<file path="config.mk">
export PLATFORM = sky130hd
export DESIGN_NAME = roman_numeral_encoder_core
export DESIGN_NICKNAME = d
export VERILOG_FILES = /design/src/sv/rne_pkg.sv /design/src/sv/roman_numeral_encoder_core.sv /design/src/sv/rne_front.sv /design/src/sv/rne_queue.sv /design/src/sv/rne_back.sv
export SDC_FILE = /design/constraint.sdc
export NUM_CORES = 1
export LEC_CHECK = 0
export BUFFER_PORTS_ARGS = -buffer_cell sky130_fd_sc_hd__buf_2
export CAP_MARGIN = 5
export CORE_MARGIN = 3
export CORE_UTILIZATION = 49
export DETAILED_ROUTE_END_ITERATION = 10
export GPL_TIMING_DRIVEN = 0
export PLACE_DENSITY = 0.64
export SYNTH_ARGS = -nofsm -noshare
export SYNTH_HDL_FRONTEND = slang
export SYNTH_SLANG_ARGS = --single-unit
</file>
<file path="constraint.sdc">
create_clock -name clk -period 7 [get_ports clk]
set_input_delay 1.4 -clock clk [delete_from_list [all_inputs] [get_ports clk]]
set_output_delay 1.4 -clock clk [all_outputs]
set_load 0.01 [all_outputs]
</file>
<file path="src/sv/rne_pkg.sv">
// types, constants and digit helpers shared by the roman numeral encoder
package rne_pkg;

  localparam int VALUE_W    = 16;
  localparam int LIMIT_W    = 12;
  localparam int LETTER_W   = 7;
  localparam int CFG_IDX_W  = 2;
  localparam int DIGIT_W    = 4;
  localparam int POS_W      = 3;
  localparam int QUEUE_DEPTH = 4;
  localparam int QPTR_W     = $clog2(QUEUE_DEPTH);

  localparam logic [VALUE_W-1:0]  ROMAN_MAX   = VALUE_W'(3999);
  localparam logic [LIMIT_W-1:0]  LOWER_RESET = LIMIT_W'(1000);
  localparam logic [LIMIT_W-1:0]  UPPER_RESET = LIMIT_W'(2999);

  localparam logic [CFG_IDX_W-1:0] REG_LOWER = CFG_IDX_W'(0);
  localparam logic [CFG_IDX_W-1:0] REG_UPPER = CFG_IDX_W'(1);

  localparam logic [1:0] POS_THOUSANDS = 2'd0;
  localparam logic [1:0] POS_HUNDREDS  = 2'd1;
  localparam logic [1:0] POS_TENS      = 2'd2;
  localparam logic [1:0] POS_ONES      = 2'd3;

  localparam logic [LETTER_W-1:0] CHAR_NONE = 7'h00;
  localparam logic [LETTER_W-1:0] CHAR_I    = 7'h49;
  localparam logic [LETTER_W-1:0] CHAR_V    = 7'h56;
  localparam logic [LETTER_W-1:0] CHAR_X    = 7'h58;
  localparam logic [LETTER_W-1:0] CHAR_L    = 7'h4C;
  localparam logic [LETTER_W-1:0] CHAR_C    = 7'h43;
  localparam logic [LETTER_W-1:0] CHAR_D    = 7'h44;
  localparam logic [LETTER_W-1:0] CHAR_M    = 7'h4D;

  typedef struct packed {
    logic               err;
    logic               zero;
    logic [1:0]         th;
    logic [DIGIT_W-1:0] hu;
    logic [DIGIT_W-1:0] te;
    logic [DIGIT_W-1:0] on;
    logic [1:0]         first;
  } item_t;

  function automatic logic [DIGIT_W-1:0] hundreds_digit(input logic [9:0] x);
    logic [DIGIT_W-1:0] q;
    q = '0;
    for (int k = 1; k < 10; k++) begin
      if (x >= 10'(k * 100)) q = DIGIT_W'(k);
    end
    return q;
  endfunction

  function automatic logic [6:0] hundreds_rem(input logic [9:0] x);
    logic [9:0] r;
    r = x;
    for (int k = 1; k < 10; k++) begin
      if (x >= 10'(k * 100)) r = x - 10'(k * 100);
    end
    return r[6:0];
  endfunction

  function automatic logic [DIGIT_W-1:0] tens_digit(input logic [6:0] x);
    logic [DIGIT_W-1:0] q;
    q = '0;
    for (int k = 1; k < 10; k++) begin
      if (x >= 7'(k * 10)) q = DIGIT_W'(k);
    end
    return q;
  endfunction

  function automatic logic [DIGIT_W-1:0] tens_rem(input logic [6:0] x);
    logic [6:0] r;
    r = x;
    for (int k = 1; k < 10; k++) begin
      if (x >= 7'(k * 10)) r = x - 7'(k * 10);
    end
    return r[DIGIT_W-1:0];
  endfunction

  // number of letters a decimal digit turns into
  function automatic logic [POS_W-1:0] digit_len(input logic [DIGIT_W-1:0] d);
    logic [POS_W-1:0] n;
    case (d)
      4'd0:    n = 3'd0;
      4'd1:    n = 3'd1;
      4'd2:    n = 3'd2;
      4'd3:    n = 3'd3;
      4'd4:    n = 3'd2;
      4'd5:    n = 3'd1;
      4'd6:    n = 3'd2;
      4'd7:    n = 3'd3;
      4'd8:    n = 3'd4;
      4'd9:    n = 3'd2;
      default: n = 3'd0;
    endcase
    return n;
  endfunction

  function automatic logic [LETTER_W-1:0] letter_of(input logic [1:0] place,
                                                    input logic [DIGIT_W-1:0] d,
                                                    input logic [POS_W-1:0] p);
    logic [LETTER_W-1:0] one;
    logic [LETTER_W-1:0] five;
    logic [LETTER_W-1:0] ten;
    logic [LETTER_W-1:0] c;
    case (place)
      POS_THOUSANDS: begin one = CHAR_M; five = CHAR_M; ten = CHAR_M; end
      POS_HUNDREDS:  begin one = CHAR_C; five = CHAR_D; ten = CHAR_M; end
      POS_TENS:      begin one = CHAR_X; five = CHAR_L; ten = CHAR_C; end
      POS_ONES:      begin one = CHAR_I; five = CHAR_V; ten = CHAR_X; end
      default:       begin one = CHAR_I; five = CHAR_V; ten = CHAR_X; end
    endcase
    if (d == 4'd9) begin
      c = (p == '0) ? one : ten;
    end else if (d == 4'd4) begin
      c = (p == '0) ? one : five;
    end else if (d >= 4'd5) begin
      c = (p == '0) ? five : one;
    end else begin
      c = one;
    end
    return c;
  endfunction

  function automatic logic [DIGIT_W-1:0] digit_at(input item_t it, input logic [1:0] place);
    logic [DIGIT_W-1:0] d;
    case (place)
      POS_THOUSANDS: d = {2'b00, it.th};
      POS_HUNDREDS:  d = it.hu;
      POS_TENS:      d = it.te;
      POS_ONES:      d = it.on;
      default:       d = it.on;
    endcase
    return d;
  endfunction

  // {found, place} of the first nonzero digit after place cur
  function automatic logic [2:0] next_digit(input logic [3:0] nz, input logic [1:0] cur);
    logic [2:0] res;
    res = '0;
    for (int i = 3; i >= 0; i--) begin
      if (nz[i] && (2'(i) > cur)) res = {1'b1, 2'(i)};
    end
    return res;
  endfunction

endpackage

</file>
<file path="src/sv/roman_numeral_encoder_core.sv">
// top level of the roman numeral encoder
//
//   channel  handshake               payload
//   in       in_valid / in_ready     value[15:0]
//   out      out_valid / out_ready   letter[6:0], last, range_error
//   cfg      cfg_valid / cfg_ready   cfg_index[1:0], cfg_data[11:0]
//
// one letter leaves per cycle while out_ready is high; a request yields 1 to 15 letters
// first letter shows after the request passes first split stage, second split stage, queue, output reg
// a four-entry queue lets intake run ahead while the letter walker drains a long numeral
// rst is synchronous; limits return to 1000 and 2999, queue and output are emptied
// cfg_ready is always high; limits take effect on the next request
module roman_numeral_encoder_core (
  input  logic                          clk,
  input  logic                          rst,
  input  logic                          in_valid,
  output logic                          in_ready,
  input  logic [rne_pkg::VALUE_W-1:0]   value,
  output logic                          out_valid,
  input  logic                          out_ready,
  output logic [rne_pkg::LETTER_W-1:0]  letter,
  output logic                          last,
  output logic                          range_error,
  input  logic                          cfg_valid,
  output logic                          cfg_ready,
  input  logic [rne_pkg::CFG_IDX_W-1:0] cfg_index,
  input  logic [rne_pkg::LIMIT_W-1:0]   cfg_data
);
  import rne_pkg::*;

  logic [LIMIT_W-1:0] lower_limit;
  logic [LIMIT_W-1:0] upper_limit;

  logic  push;
  item_t push_data;
  logic  full;
  logic  pop;
  logic  not_empty;
  item_t head;

  assign cfg_ready = 1'b1;

  always_ff @(posedge clk) begin
    if (rst) begin
      lower_limit <= LOWER_RESET;
      upper_limit <= UPPER_RESET;
    end else if (cfg_valid && cfg_ready) begin
      if (cfg_index == REG_LOWER) lower_limit <= cfg_data;
      if (cfg_index == REG_UPPER) upper_limit <= cfg_data;
    end
  end

  rne_front u_front (
    .clk         (clk),
    .rst         (rst),
    .in_valid    (in_valid),
    .in_ready    (in_ready),
    .value       (value),
    .lower_limit (lower_limit),
    .upper_limit (upper_limit),
    .push        (push),
    .push_data   (push_data),
    .full        (full)
  );

  rne_queue u_queue (
    .clk       (clk),
    .rst       (rst),
    .push      (push),
    .push_data (push_data),
    .full      (full),
    .pop       (pop),
    .not_empty (not_empty),
    .head      (head)
  );

  rne_back u_back (
    .clk         (clk),
    .rst         (rst),
    .not_empty   (not_empty),
    .head        (head),
    .pop         (pop),
    .out_valid   (out_valid),
    .out_ready   (out_ready),
    .letter      (letter),
    .last        (last),
    .range_error (range_error)
  );

endmodule

</file>
<file path="src/sv/rne_front.sv">
// front end: request intake, window check and decimal digit split
module rne_front (
  input  logic                        clk,
  input  logic                        rst,
  input  logic                        in_valid,
  output logic                        in_ready,
  input  logic [rne_pkg::VALUE_W-1:0] value,
  input  logic [rne_pkg::LIMIT_W-1:0] lower_limit,
  input  logic [rne_pkg::LIMIT_W-1:0] upper_limit,
  output logic                        push,
  output rne_pkg::item_t              push_data,
  input  logic                        full
);
  import rne_pkg::*;

  logic              s1_valid;
  logic              s1_err;
  logic [1:0]        s1_th;
  logic [9:0]        s1_rem;
  logic              s2_valid;
  logic              s2_err;
  logic [1:0]        s2_th;
  logic [DIGIT_W-1:0] s2_hu;
  logic [6:0]        s2_rem;

  logic              s1_adv;
  logic              s2_ready;
  logic              in_err;
  logic [11:0]       v12;
  logic [1:0]        th_c;
  logic [11:0]       th_base;
  logic [DIGIT_W-1:0] te_c;
  logic [DIGIT_W-1:0] on_c;
  logic [3:0]        nz;
  logic [2:0]        first_c;

  assign push     = s2_valid && !full;
  assign s2_ready = !s2_valid || push;
  assign s1_adv   = s1_valid && s2_ready;
  assign in_ready = !s1_valid || s1_adv;

  assign v12    = value[11:0];
  assign in_err = (value > ROMAN_MAX) ||
                  (value < {{(VALUE_W-LIMIT_W){1'b0}}, lower_limit}) ||
                  (value > {{(VALUE_W-LIMIT_W){1'b0}}, upper_limit});

  always_comb begin
    if (v12 >= 12'd3000) begin
      th_c = 2'd3; th_base = 12'd3000;
    end else if (v12 >= 12'd2000) begin
      th_c = 2'd2; th_base = 12'd2000;
    end else if (v12 >= 12'd1000) begin
      th_c = 2'd1; th_base = 12'd1000;
    end else begin
      th_c = 2'd0; th_base = 12'd0;
    end
  end

  always_ff @(posedge clk) begin
    if (rst) begin
      s1_valid <= 1'b0;
    end else if (in_valid && in_ready) begin
      s1_valid <= 1'b1;
    end else if (s1_adv) begin
      s1_valid <= 1'b0;
    end
  end

  always_ff @(posedge clk) begin
    if (in_valid && in_ready) begin
      s1_err <= in_err;
      s1_th  <= th_c;
      s1_rem <= 10'(v12 - th_base);
    end
  end

  always_ff @(posedge clk) begin
    if (rst) begin
      s2_valid <= 1'b0;
    end else if (s1_adv) begin
      s2_valid <= 1'b1;
    end else if (push) begin
      s2_valid <= 1'b0;
    end
  end

  always_ff @(posedge clk) begin
    if (s1_adv) begin
      s2_err <= s1_err;
      s2_th  <= s1_th;
      s2_hu  <= hundreds_digit(s1_rem);
      s2_rem <= hundreds_rem(s1_rem);
    end
  end

  assign te_c    = tens_digit(s2_rem);
  assign on_c    = tens_rem(s2_rem);
  assign nz      = {on_c != '0, te_c != '0, s2_hu != '0, s2_th != '0};
  assign first_c = next_digit({nz[3:1], 1'b0}, POS_THOUSANDS);

  always_comb begin
    push_data.err   = s2_err;
    push_data.zero  = !s2_err && (nz == '0);
    push_data.th    = s2_th;
    push_data.hu    = s2_hu;
    push_data.te    = te_c;
    push_data.on    = on_c;
    push_data.first = nz[0] ? POS_THOUSANDS : first_c[1:0];
  end

endmodule

</file>
<file path="src/sv/rne_queue.sv">
// small register queue between the front and back ends
module rne_queue (
  input  logic           clk,
  input  logic           rst,
  input  logic           push,
  input  rne_pkg::item_t push_data,
  output logic           full,
  input  logic           pop,
  output logic           not_empty,
  output rne_pkg::item_t head
);
  import rne_pkg::*;

  item_t             entries [QUEUE_DEPTH];
  logic [QPTR_W-1:0] wr_ptr;
  logic [QPTR_W-1:0] rd_ptr;
  logic [QPTR_W:0]   count;

  assign full      = (count == (QPTR_W+1)'(QUEUE_DEPTH));
  assign not_empty = (count != '0);
  assign head      = entries[rd_ptr];

  always_ff @(posedge clk) begin
    if (rst) begin
      wr_ptr <= '0;
      rd_ptr <= '0;
      count  <= '0;
    end else begin
      if (push) wr_ptr <= wr_ptr + 1'b1;
      if (pop)  rd_ptr <= rd_ptr + 1'b1;
      case ({push, pop})
        2'b10:   count <= count + 1'b1;
        2'b01:   count <= count - 1'b1;
        default: count <= count;
      endcase
    end
  end

  always_ff @(posedge clk) begin
    if (push) entries[wr_ptr] <= push_data;
  end

endmodule

</file>
<file path="src/sv/rne_back.sv">
// back end: walks the queued digits and sends one letter per cycle while the output is not stalled
module rne_back (
  input  logic                         clk,
  input  logic                         rst,
  input  logic                         not_empty,
  input  rne_pkg::item_t               head,
  output logic                         pop,
  output logic                         out_valid,
  input  logic                         out_ready,
  output logic [rne_pkg::LETTER_W-1:0] letter,
  output logic                         last,
  output logic                         range_error
);
  import rne_pkg::*;

  logic               started;
  logic [1:0]         di;
  logic [POS_W-1:0]   pos;

  logic               emit;
  logic [1:0]         cur_di;
  logic [POS_W-1:0]   cur_pos;
  logic [DIGIT_W-1:0] cur_d;
  logic               more;
  logic [2:0]         nxt;
  logic [3:0]         nz;
  logic               last_c;
  logic [LETTER_W-1:0] letter_c;

  assign emit    = not_empty && (!out_valid || out_ready);
  assign cur_di  = started ? di : head.first;
  assign cur_pos = started ? pos : '0;
  assign cur_d   = digit_at(head, cur_di);
  assign more    = (cur_pos + 1'b1) < digit_len(cur_d);
  assign nz      = {head.on != '0, head.te != '0, head.hu != '0, head.th != '0};
  assign nxt     = next_digit(nz, cur_di);
  assign last_c  = head.err || head.zero || (!more && !nxt[2]);
  assign pop     = emit && last_c;

  always_comb begin
    if (head.err || head.zero) begin
      letter_c = CHAR_NONE;
    end else begin
      letter_c = letter_of(cur_di, cur_d, cur_pos);
    end
  end

  always_ff @(posedge clk) begin
    if (rst) begin
      out_valid <= 1'b0;
      started   <= 1'b0;
    end else if (emit) begin
      out_valid <= 1'b1;
      started   <= !last_c;
    end else if (out_ready) begin
      out_valid <= 1'b0;
    end
  end

  always_ff @(posedge clk) begin
    if (emit) begin
      letter      <= letter_c;
      last        <= last_c;
      range_error <= head.err;
      di          <= more ? cur_di : nxt[1:0];
      pos         <= more ? cur_pos + 1'b1 : '0;
    end
  end

endmodule

</file>
==> impl_results.md, run 1 <==
* Worst-path clk slew at 60 ps
* Vias in the first global route at 6184
* CP Data Arrival Time at 5250 ps
* Average size of a mapped cell at 10.6 sq um
* CP endpoint kind: flop
* Slew Limit Fails at 0
* Headroom to the max-slew limit at 15.6%
* Setup crit start kind: flop
* Final GP Congestion at 0.909
* Critical path peak fanout at 10
* Worst Setup Path Type: reg -> reg
* CTS tree: built
* Post-route ant nets at 0
* Row cnt at 47
* First-pass GRT wire length at 31100 microns
* # diodes at 0
* Die footprint at 19000 sq um
* Post-CTS setup buffer count at 0
* Root buf cell: clkbuf_16
* H-tree depth at 4
* Unrepaired setup endpoints after global routing: no
* Area of placed instances at 9040 sq um
* Largest net degree at the start of global routing at 19
* HPWL Detailed at 14100 microns
* Crit share post-route at 70.1%
* Run status: finished, final reports clean
* P_leak at 0.00370 uW
* Total power at 3020 uW
* Met3 usage at 4.56%
* Synthesis-stage register bit count at 149
* Via/cell ratio at 5.76
* Final Critical Period at 4900 ps
* WL per Instance at 17.5 microns
* Unique masters post-synth at 69
* Clock Skew at 8.57 ps
* Ys async rst share at 0%
* TritonRoute pass-1 iters at 5
* Synth top area cells: edfxtp_1, dfxtp_1, ha_1
* Port Buffers at 43
* # hold bufs at CTS at 0
* Vias at 6335
* Post-CTS Resized at 0
* CTS sink count at 149
* Fin nets at 962
* Mapped Cells at 802
* Num ports at 47
* Slew @ Worst Pin at 1260 ps
* Gr ovfl total at 0
* Fmax at 204 MHz
* Hold Vio Cnt, Final at 0
* Tot GR Track Use at 19.9%
* Pwr Density at 313 nW/um^2
* Setup TNS at 0 ps
* Seq/Total Area, Yosys at 48.1%
* Endpoints failing setup at 0
* Share of the synthesized area in the top cell type at 39.4%
* Met2 usage at 34.9%
* Worst Hold Class: reg -> reg
* DRT iter0 DRCs at 377
* Area grow syn2layout at 12.9%
* Maximum VDD drop at 0.000205 V
* Ys Warns at 0
* Share of post-route cells with drive strength above 1 at 13.7%
* Fin area at 9640 sq um
* Grt met1 use at 25.2%
* Total CTS buffers at 17
* Starting Density at 50.8%
* Leading cell types by count after synthesis: edfxtp_1, nor2_1, a21oi_1
* Die Wd at 138 microns
* Core Area at 16800 sq um
* Latest clock arrival within the worst-skew pair at 420 ps
* Largest area contributor in the netlist: edfxtp_1
* WP data required at 7350 ps
* Top-count cell post-synth: edfxtp_1
* Total nets after synthesis at 898
* Mapped Area at 8540 sq um
* DRT Wirelength at 19200 microns
* Max cap viols at 0
* Initial antenna violation count at 0
* Number of synthesized flops with an enable pin at 112
* DR DRC count at 0
* GRT busiest layer: met2
* Die Y at 138 microns
* Top_reg_cell synth: edfxtp_1
* Maximum buffer depth of the clock tree at 2
-- through the flow --
stage	setup slack, ps	hold slack [ps]	std cells	util (%)
global placement	2340	404	1065	53.7
finish	2100	430	1099	57.3
CTS	2100	430	1098	57.3
global route	1680	435	1099	57.3
detailed placement	2180	415	1066	53.7
floorplan	2740	400	802	-
-- layout make-up --
type                            count  area, sq um
Timing Repair Buffer               45          234
Sequential cell                   149         4100
Inverter                           60          225
Clock inverter                     15          168
Clock buffer                       17          425
Fill cell                        1452         7180
Buffer                             37          180
Tap cell                          220          275
Multi-Input combinational cell    556         4030
-- final timing paths --
kind	start	end	slack, ps	cells past startpoint
worst max register to register	flop	u_queue.count[2]	2100	20
worst max-delay path	flop	u_queue.count[2]	2100	20
worst min-delay path	u_front.s1_err	u_front.s2_err	430	0
worst min register to register	u_front.s1_err	u_front.s2_err	430	0
-- sequential cells by signal, summed over array words and instances, names as in the netlist, 2 cells and up, named ones only --
name / cells
u_queue.entries: 72
lower_limit: 12
upper_limit: 12
u_front.s1_rem: 10
u_front.s2_rem: 7
u_back.letter: 6
u_front.s2_hu: 4
u_back.pos: 3
u_queue.count: 3
u_back.di: 2
u_front.s1_th: 2
u_front.s2_th: 2
u_queue.rd_ptr: 2
u_queue.wr_ptr: 2
-- cell families after synthesis --
kind of cell / after synthesis / synth area share, %
compound gates: 208 / 15.4
flops: 149 / 48.1
fa+ha+maj: 61 / 9.11
simple gates: 227 / 13.0
buf+inv: 97 / 4.75
other cells: 2 / 0.0880
mux: 38 / 7.50
xor+xnor: 20 / 2.05
-- power by group --
part | switching, uW | leakage [uW] | internal, uW
clock | 368 | 0.000280 | 533
combinational | 591 | 0.00209 | 391
sequential | 48.2 | 0.00133 | 1090
total | 1010 | 0.00370 | 2010
-- worst max-delay path, cell delays in order, from the launching register on --
cell and delay (ps):
dfxtp_1 320, clkbuf_2 280, buf_2 360, mux4_2 380, o21ai_1 290, buf_2 270
o2bb2ai_1 120, buf_4 190, nor3_2 290, a21oi_1 100, ha_1 300, o21ai_0 70
o21ai_0 250, a221oi_2 130, nor2b_2 200, ha_1 220, inv_1 60, fa_1 380
xor2_1 160, or3_1 310, a21oi_1 140
-- layer usage --
layer / part of all wire, % / up-vias
met5: 0 / -
met4: 1.2 / 0
met3: 4.5 / 24
met2: 51 / 176
met1: 43 / 3054
li1: - / 3081
-- placed cells by master (no fill, tap or decap), types with 13 or more instances in the layout --
master     synthesis  layout
a211o_1           16      16
a21o_1            13      13
a21oi_1           67      67
and2_1            14      14
buf_2              2      45
clkbuf_1          26      26
clkbuf_16          0      17
dfxtp_1           37      37
edfxtp_1         112     112
ha_1              59      59
inv_1             60      60
mux2i_1           13      13
mux4_2            18      18
nand2_1           43      43
nand3_1           24      24
nor2_1            74      74
nor3_1            14      14
o21ai_0           44      44
xnor2_1           13      13
Note: power is estimated with default switching activity, not from simulation.
==> inputs of run 2 (changes only) <==
--- a/config.mk
+++ b/config.mk
@@ -5,6 +5,7 @@
 export SDC_FILE = /design/constraint.sdc
 export NUM_CORES = 1
 export LEC_CHECK = 0
+export ABC_AREA = 1
 export BUFFER_PORTS_ARGS = -buffer_cell sky130_fd_sc_hd__buf_2
 export CAP_MARGIN = 5
 export CORE_MARGIN = 3
==> constraint.sdc (replaced) <==
create_clock -name clk -period 4.95 [get_ports clk]
set_input_delay 0.99 -clock clk [delete_from_list [all_inputs] [get_ports clk]]
set_output_delay 0.99 -clock clk [all_outputs]
set_load 0.01 [all_outputs]
==> impl_results.md, run 2 <==
* Top_reg_cell synth: edfxtp_1
* Area grow syn2layout at 13.0%
* Max incr delay on CP at 370 ps
* Post-route ant nets at 0
* Share of the synthesized area in the top cell type at 38.3%
* Root buf cell: clkbuf_16
* Die Y at 140 microns
* Die Wd at 140 microns
* Synth top area cells: edfxtp_1, nand2_1, dfxtp_1
* WP data required at 5250 ps
* Seq/Total Area, Yosys at 46.7%
* Fmax at 243 MHz
* Mapped Area at 8790 sq um
* # diodes at 0
* Initial antenna violation count at 0
* Critical-path top delay cell: fa_1
* Biggest regs: u_queue.entries: 72 flops, lower_limit: 12 flops, upper_limit: 12 flops
* Core Area at 17400 sq um
* Biggest register: u_queue.entries
* CP endpoint kind: flop
* Worst Setup Path Type: reg -> reg
* Run status: finished, final reports clean
* Share of post-route cells with drive strength above 1 at 13.3%
* Clock Skew at 9.34 ps
* Commonest non-fill, non-tap cell in the layout: nand2_1
* Crit share post-route at 83.0%
* Mapped Cells at 1018
* Maximum buffer depth of the clock tree at 2
* WL per Instance at 14.2 microns
* Hold Vio Cnt, Final at 0
* Row cnt at 48
* Max cap viols at 0
* Worst Hold Class: reg -> reg
* Num ports at 47
* Met3 usage at 4.51%
* # hold bufs at CTS at 0
* Ys Warns at 0
* Setup TNS at 0 ps
* CTS tree: built
* Setup crit start kind: flop
* Endpoints failing setup at 0
* HPWL Detailed at 13900 microns
* Port Buffers at 44
* CTS sink count at 149
* Latest clock arrival within the worst-skew pair at 420 ps
* Average size of a mapped cell at 8.64 sq um
* Pwr Density at 535 nW/um^2
* GRT busiest layer: met2
* Most used cell, CP: nand2_4
* First-pass GRT wire length at 31300 microns
* Area of placed instances at 9390 sq um
* DRT Wirelength at 18800 microns
* Largest area contributor in the netlist: edfxtp_1
* Synthesis-stage register bit count at 149
* Met2 usage at 33.4%
* P_leak at 0.00438 uW
* H-tree depth at 4
* Leading cell types by count after synthesis: nand2_1, inv_1, edfxtp_1
* Fin nets at 1181
* Fin area at 9930 sq um
* Critical path peak fanout at 10
* Total nets after synthesis at 1114
* Unrepaired setup endpoints after global routing: no
* Slew @ Worst Pin at 945 ps
* Final GP Congestion at 0.912
* Post-CTS Resized at 0
* Ys async rst share at 0%
* Worst-path clk slew at 60 ps
* DR DRC count at 0
* CP Data Arrival Time at 4410 ps
* Vias at 6865
* Number of synthesized flops with an enable pin at 112
* DRT iter0 DRCs at 378
* Die footprint at 19600 sq um
* Maximum VDD drop at 0.000406 V
* Headroom to the max-slew limit at 37.0%
* Slew Limit Fails at 0
* Unique masters post-synth at 52
* Tot GR Track Use at 19.6%
* Starting Density at 50.5%
* Final Critical Period at 4110 ps
* Top-count cell post-synth: nand2_1
* Largest net degree at the start of global routing at 18
* Grt met1 use at 25.4%
* Total CTS buffers at 17
* TritonRoute pass-1 iters at 5
* Number of flip-flops in the largest register at 72
* Via/cell ratio at 5.19
* Gr ovfl total at 0
* Most frequent cells in the layout: nand2_1, inv_1, edfxtp_1, a21oi_1, nor2_1
* Vias in the first global route at 6516
* Post-CTS setup buffer count at 0
[run 2: final cells by class]
class | instances | area [sq um]
inverter | 151 | 572
clock buffer | 19 | 433
multi-input combinational | 693 | 3950
fill | 1590 | 7480
clock inverter | 13 | 109
sequential | 149 | 4100
buffer | 25 | 176
tap | 225 | 282
timing repair buffer | 48 | 305
[run 2: cells by family after synthesis]
family / Yosys count / synth area share (%)
flip-flops: 149 / 46.7
buffers and inverters: 176 / 8.51
other: 2 / 0.0854
AO/OA/AOI/OAI: 223 / 14.4
XOR/XNOR: 15 / 1.49
adder cells (fa/ha/maj): 61 / 8.85
AND/OR/NAND/NOR: 392 / 20.0
[run 2: metrics by stage]
step / hold WS (ps) / setup WS [ps] / std cells / utilization [%] / power (uW)
2_1_floorplan: 400 / 1470 / 1018 / - / 3570
3_3_place_gp: 403 / 937 / 1287 / 53.4 / 4120
3_5_place_dp: 405 / 921 / 1291 / 53.9 / 4130
4_1_cts: 418 / 860 / 1323 / 57.0 / 5330
5_1_grt: 431 / 445 / 1323 / 57.0 / 5750
6_report: 416 / 842 / 1323 / 57.0 / 5310
[run 2: final timing paths]
check                                 startpoint          endpoint  slack (ps)  depth (start not counted)
worst max-delay path                        flop  u_queue.count[2]         840                         26
worst min-delay path            u_front.s1_th[1]  u_front.s2_th[1]         420                          0
worst min register to register  u_front.s1_th[1]  u_front.s2_th[1]         420                          0
worst max register to register              flop  u_queue.count[2]         840                         26
[run 2: worst max-delay path: cells and delay by family, from the launching register on]
kind / cells / cell delay [ps]
flip-flops: 1 / 320
adder cells (fa/ha/maj): 3 / 820
AND/OR/NAND/NOR: 10 / 1130
AO/OA/AOI/OAI: 7 / 990
buffers and inverters: 6 / 710
[run 2: power by group]
part | switching (uW) | internal, uW
Combinational | 1620 | 845
Sequential | 86.9 | 1580
Clock | 497 | 687
Total | 2200 | 3110
[run 2: routing by layer]
metal	vias to the layer above	wire length (microns)	part of all wire (%)
met4	0	224	1.2
met5	-	0	0
met3	19	882	4.7
li1	3558	-	-
met2	181	9240	49
met1	3107	8500	45
==> inputs of run 3 (changes only) <==
--- a/config.mk
+++ b/config.mk
@@ -5,14 +5,14 @@
 export SDC_FILE = /design/constraint.sdc
 export NUM_CORES = 1
 export LEC_CHECK = 0
-export ABC_AREA = 1
+export ABC_AREA = 0
 export BUFFER_PORTS_ARGS = -buffer_cell sky130_fd_sc_hd__buf_2
 export CAP_MARGIN = 5
 export CORE_MARGIN = 3
 export CORE_UTILIZATION = 49
 export DETAILED_ROUTE_END_ITERATION = 10
 export GPL_TIMING_DRIVEN = 0
-export PLACE_DENSITY = 0.64
+export PLACE_DENSITY = 0.67
 export SYNTH_ARGS = -nofsm -noshare
 export SYNTH_HDL_FRONTEND = slang
 export SYNTH_SLANG_ARGS = --single-unit
==> constraint.sdc (replaced) <==
create_clock -name clk -period 3.5 [get_ports clk]
set_input_delay 0.7 -clock clk [delete_from_list [all_inputs] [get_ports clk]]
set_output_delay 0.7 -clock clk [all_outputs]
set_load 0.01 [all_outputs]
==> impl_results.md, run 3 (synthesis results as in run 1) <==
* Run status: finished with violations
* Failing checks: negative setup slack
* Vias in the first global route at 6422
* Fin worst setup slack at -791 ps
* Via/cell ratio at 5.82
* DRT Wirelength at 19700 microns
* Core Area at 16800 sq um
* Maximum buffer depth of the clock tree at 2
* Worst Hold Class: reg -> reg
* Num ports at 47
* P_leak at 0.00390 uW
* Total CTS buffers at 17
* WL per Instance at 17.6 microns
* Latest clock arrival within the worst-skew pair at 420 ps
* TritonRoute pass-1 iters at 5
* Max incr delay on CP at 520 ps
* Biggest register: u_queue.entries
* Commonest non-fill, non-tap cell in the layout: edfxtp_1
* Fin nets at 985
* Post-route ant nets at 0
* Port Buffers at 43
* Min-Delay Path Depth at 0
* Total power at 6510 uW
* Fmax at 233 MHz
* Fill cells at 1366
* Worst r2r path cells at 20
* # hold bufs at CTS at 0
* Slew Limit Fails at 0
* Share of post-route cells with drive strength above 1 at 18.6%
* Endpoints failing setup at 13
* Worst path depth at 20
* Worst Setup Path Type: reg -> reg
* # diodes at 0
* Slew @ Worst Pin at 1190 ps
* Row cnt at 47
* Largest net degree at the start of global routing at 19
* First-pass GRT wire length at 32100 microns
* Gr ovfl total at 0
* Critical path peak fanout at 7
* CP Data Arrival Time at 4630 ps
* Crit path cell chain: buf_12 -> mux4_2 -> mux2i_4 -> buf_12 -> mux2i_2 -> mux2_4 -> nand2_4 -> nor3_4 -> a21oi_2 -> ha_1 -> o21ai_2 -> o21ai_2 -> a221oi_4 -> nor2b_4 -> ha_4 -> inv_2 -> fa_2 -> xor2_2 -> or3_4 -> a21oi_2
* Headroom to the max-slew limit at 20.3%
* Root buf cell: clkbuf_16
* Clock Skew at 9.35 ps
* WP data required at 3840 ps
* Biggest regs: u_queue.entries: 72 flops, lower_limit: 12 flops, upper_limit: 12 flops
* Die footprint at 19000 sq um
* CP Buf/Inv Count at 3
* CP endpoint kind: flop
* Final Critical Period at 4290 ps
* Tot GR Track Use at 20.4%
* H-tree depth at 4
* Number of flip-flops in the largest register at 72
* Unrepaired setup endpoints after global routing: yes
* Hold WS at 417 ps
* HPWL Detailed at 13800 microns
* Area grow syn2layout at 17.9%
* Pwr Density at 646 nW/um^2
* CTS tree: built
* Critical-path top delay cell: mux4_2
* DR DRC count at 0
* CTS sink count at 149
* Starting Density at 50.8%
* Top cell family by delay on the critical path: multiplexers
* Maximum VDD drop at 0.000391 V
* Die Wd at 138 microns
* DRT iter0 DRCs at 462
* Crit share post-route at 123%
* Setup crit start kind: flop
* Die Y at 138 microns
* Worst-path clk slew at 60 ps
* Hold Vio Cnt, Final at 0
* Max cap viols at 0
* Final GP Congestion at 0.911
* Most frequent cells in the layout: edfxtp_1, nor2_1, a21oi_1, inv_1, ha_1
* Vias at 6530
* Initial antenna violation count at 0
[run 3: cell types whose count changed in the layout (fill, tap and decap cells not counted), moves of 21 or more]
cell     delta
a21oi_1    -21
buf_4      +25
inv_1      -87
nand2_1   -166
o21ai_0    -29
[run 3: layout make-up]
cell class                      instances  area [sq um]  share of cell area (%)
Buffer                                 37           213                    2.11
Clock buffer                           27           568                    5.64
Clock inverter                          5          31.3                   0.311
Inverter                               60           225                    2.24
Multi-Input combinational cell        556          4220                    41.9
Sequential cell                       149          4110                    40.8
Tap cell                              220           275                    2.73
Timing Repair Buffer                   68           432                    4.29
[run 3: routing by layer]
| metal | wire length (microns) | GRT usage, % | vias to the layer above |
|---|---|---|---|
| li1 | - | - | 3138 |
| met1 | 8360 | 26.1 | 3148 |
| met2 | 9850 | 34.9 | 216 |
| met3 | 1180 | 4.59 | 28 |
| met4 | 340 | 6.29 | 0 |
| met5 | 0 | 0 | - |
[run 3: what timing repair did]
item | 4_1_cts | 5_1_grt
hold endpoints to repair | 0 | 0
setup buffers | 14 | 10
setup endpoints to repair | 22 | 27
resized for setup | 18 | 24
pin swaps | 8 | 9
[run 3: final timing paths]
path / endpoint / start / slack [ps]
worst max-delay path: u_queue.count[2] / flop / -790
worst min-delay path: u_front.s2_th[1] / u_front.s1_th[1] / 420
worst max register to register: u_queue.count[2] / flop / -790
worst min register to register: u_front.s2_th[1] / u_front.s1_th[1] / 420
[run 3: power by group]
group,switching (uW),internal [uW]
Clock,664,1110
Sequential,102,2180
Combinational,1360,1090
Total,2120,4380
[run 3: worst register-to-register path: cells and delay by family, from the launching register on]
kind,cells,cell delay (ps)
AO/OA/AOI/OAI,5,580
XOR/XNOR,1,160
adder cells (fa/ha/maj),3,830
buffers and inverters,3,310
flip-flops,1,340
multiplexers,4,1160
AND/OR/NAND/NOR,4,830
[run 3: through the flow]
stage               cell area, sq um  instances  worst slack, ps  util [%]  setup TNS [ps]
CTS                             9890       1111             -655      58.8           -1940
detailed placement              9080       1065            -1160      54.0           -7110
floorplan                       8580        802             -576         -           -1200
finish                         10100       1122             -791      59.9           -3170
global route                   10100       1122             -990      59.9           -5580
global placement                9070       1065            -1000      53.9           -5860
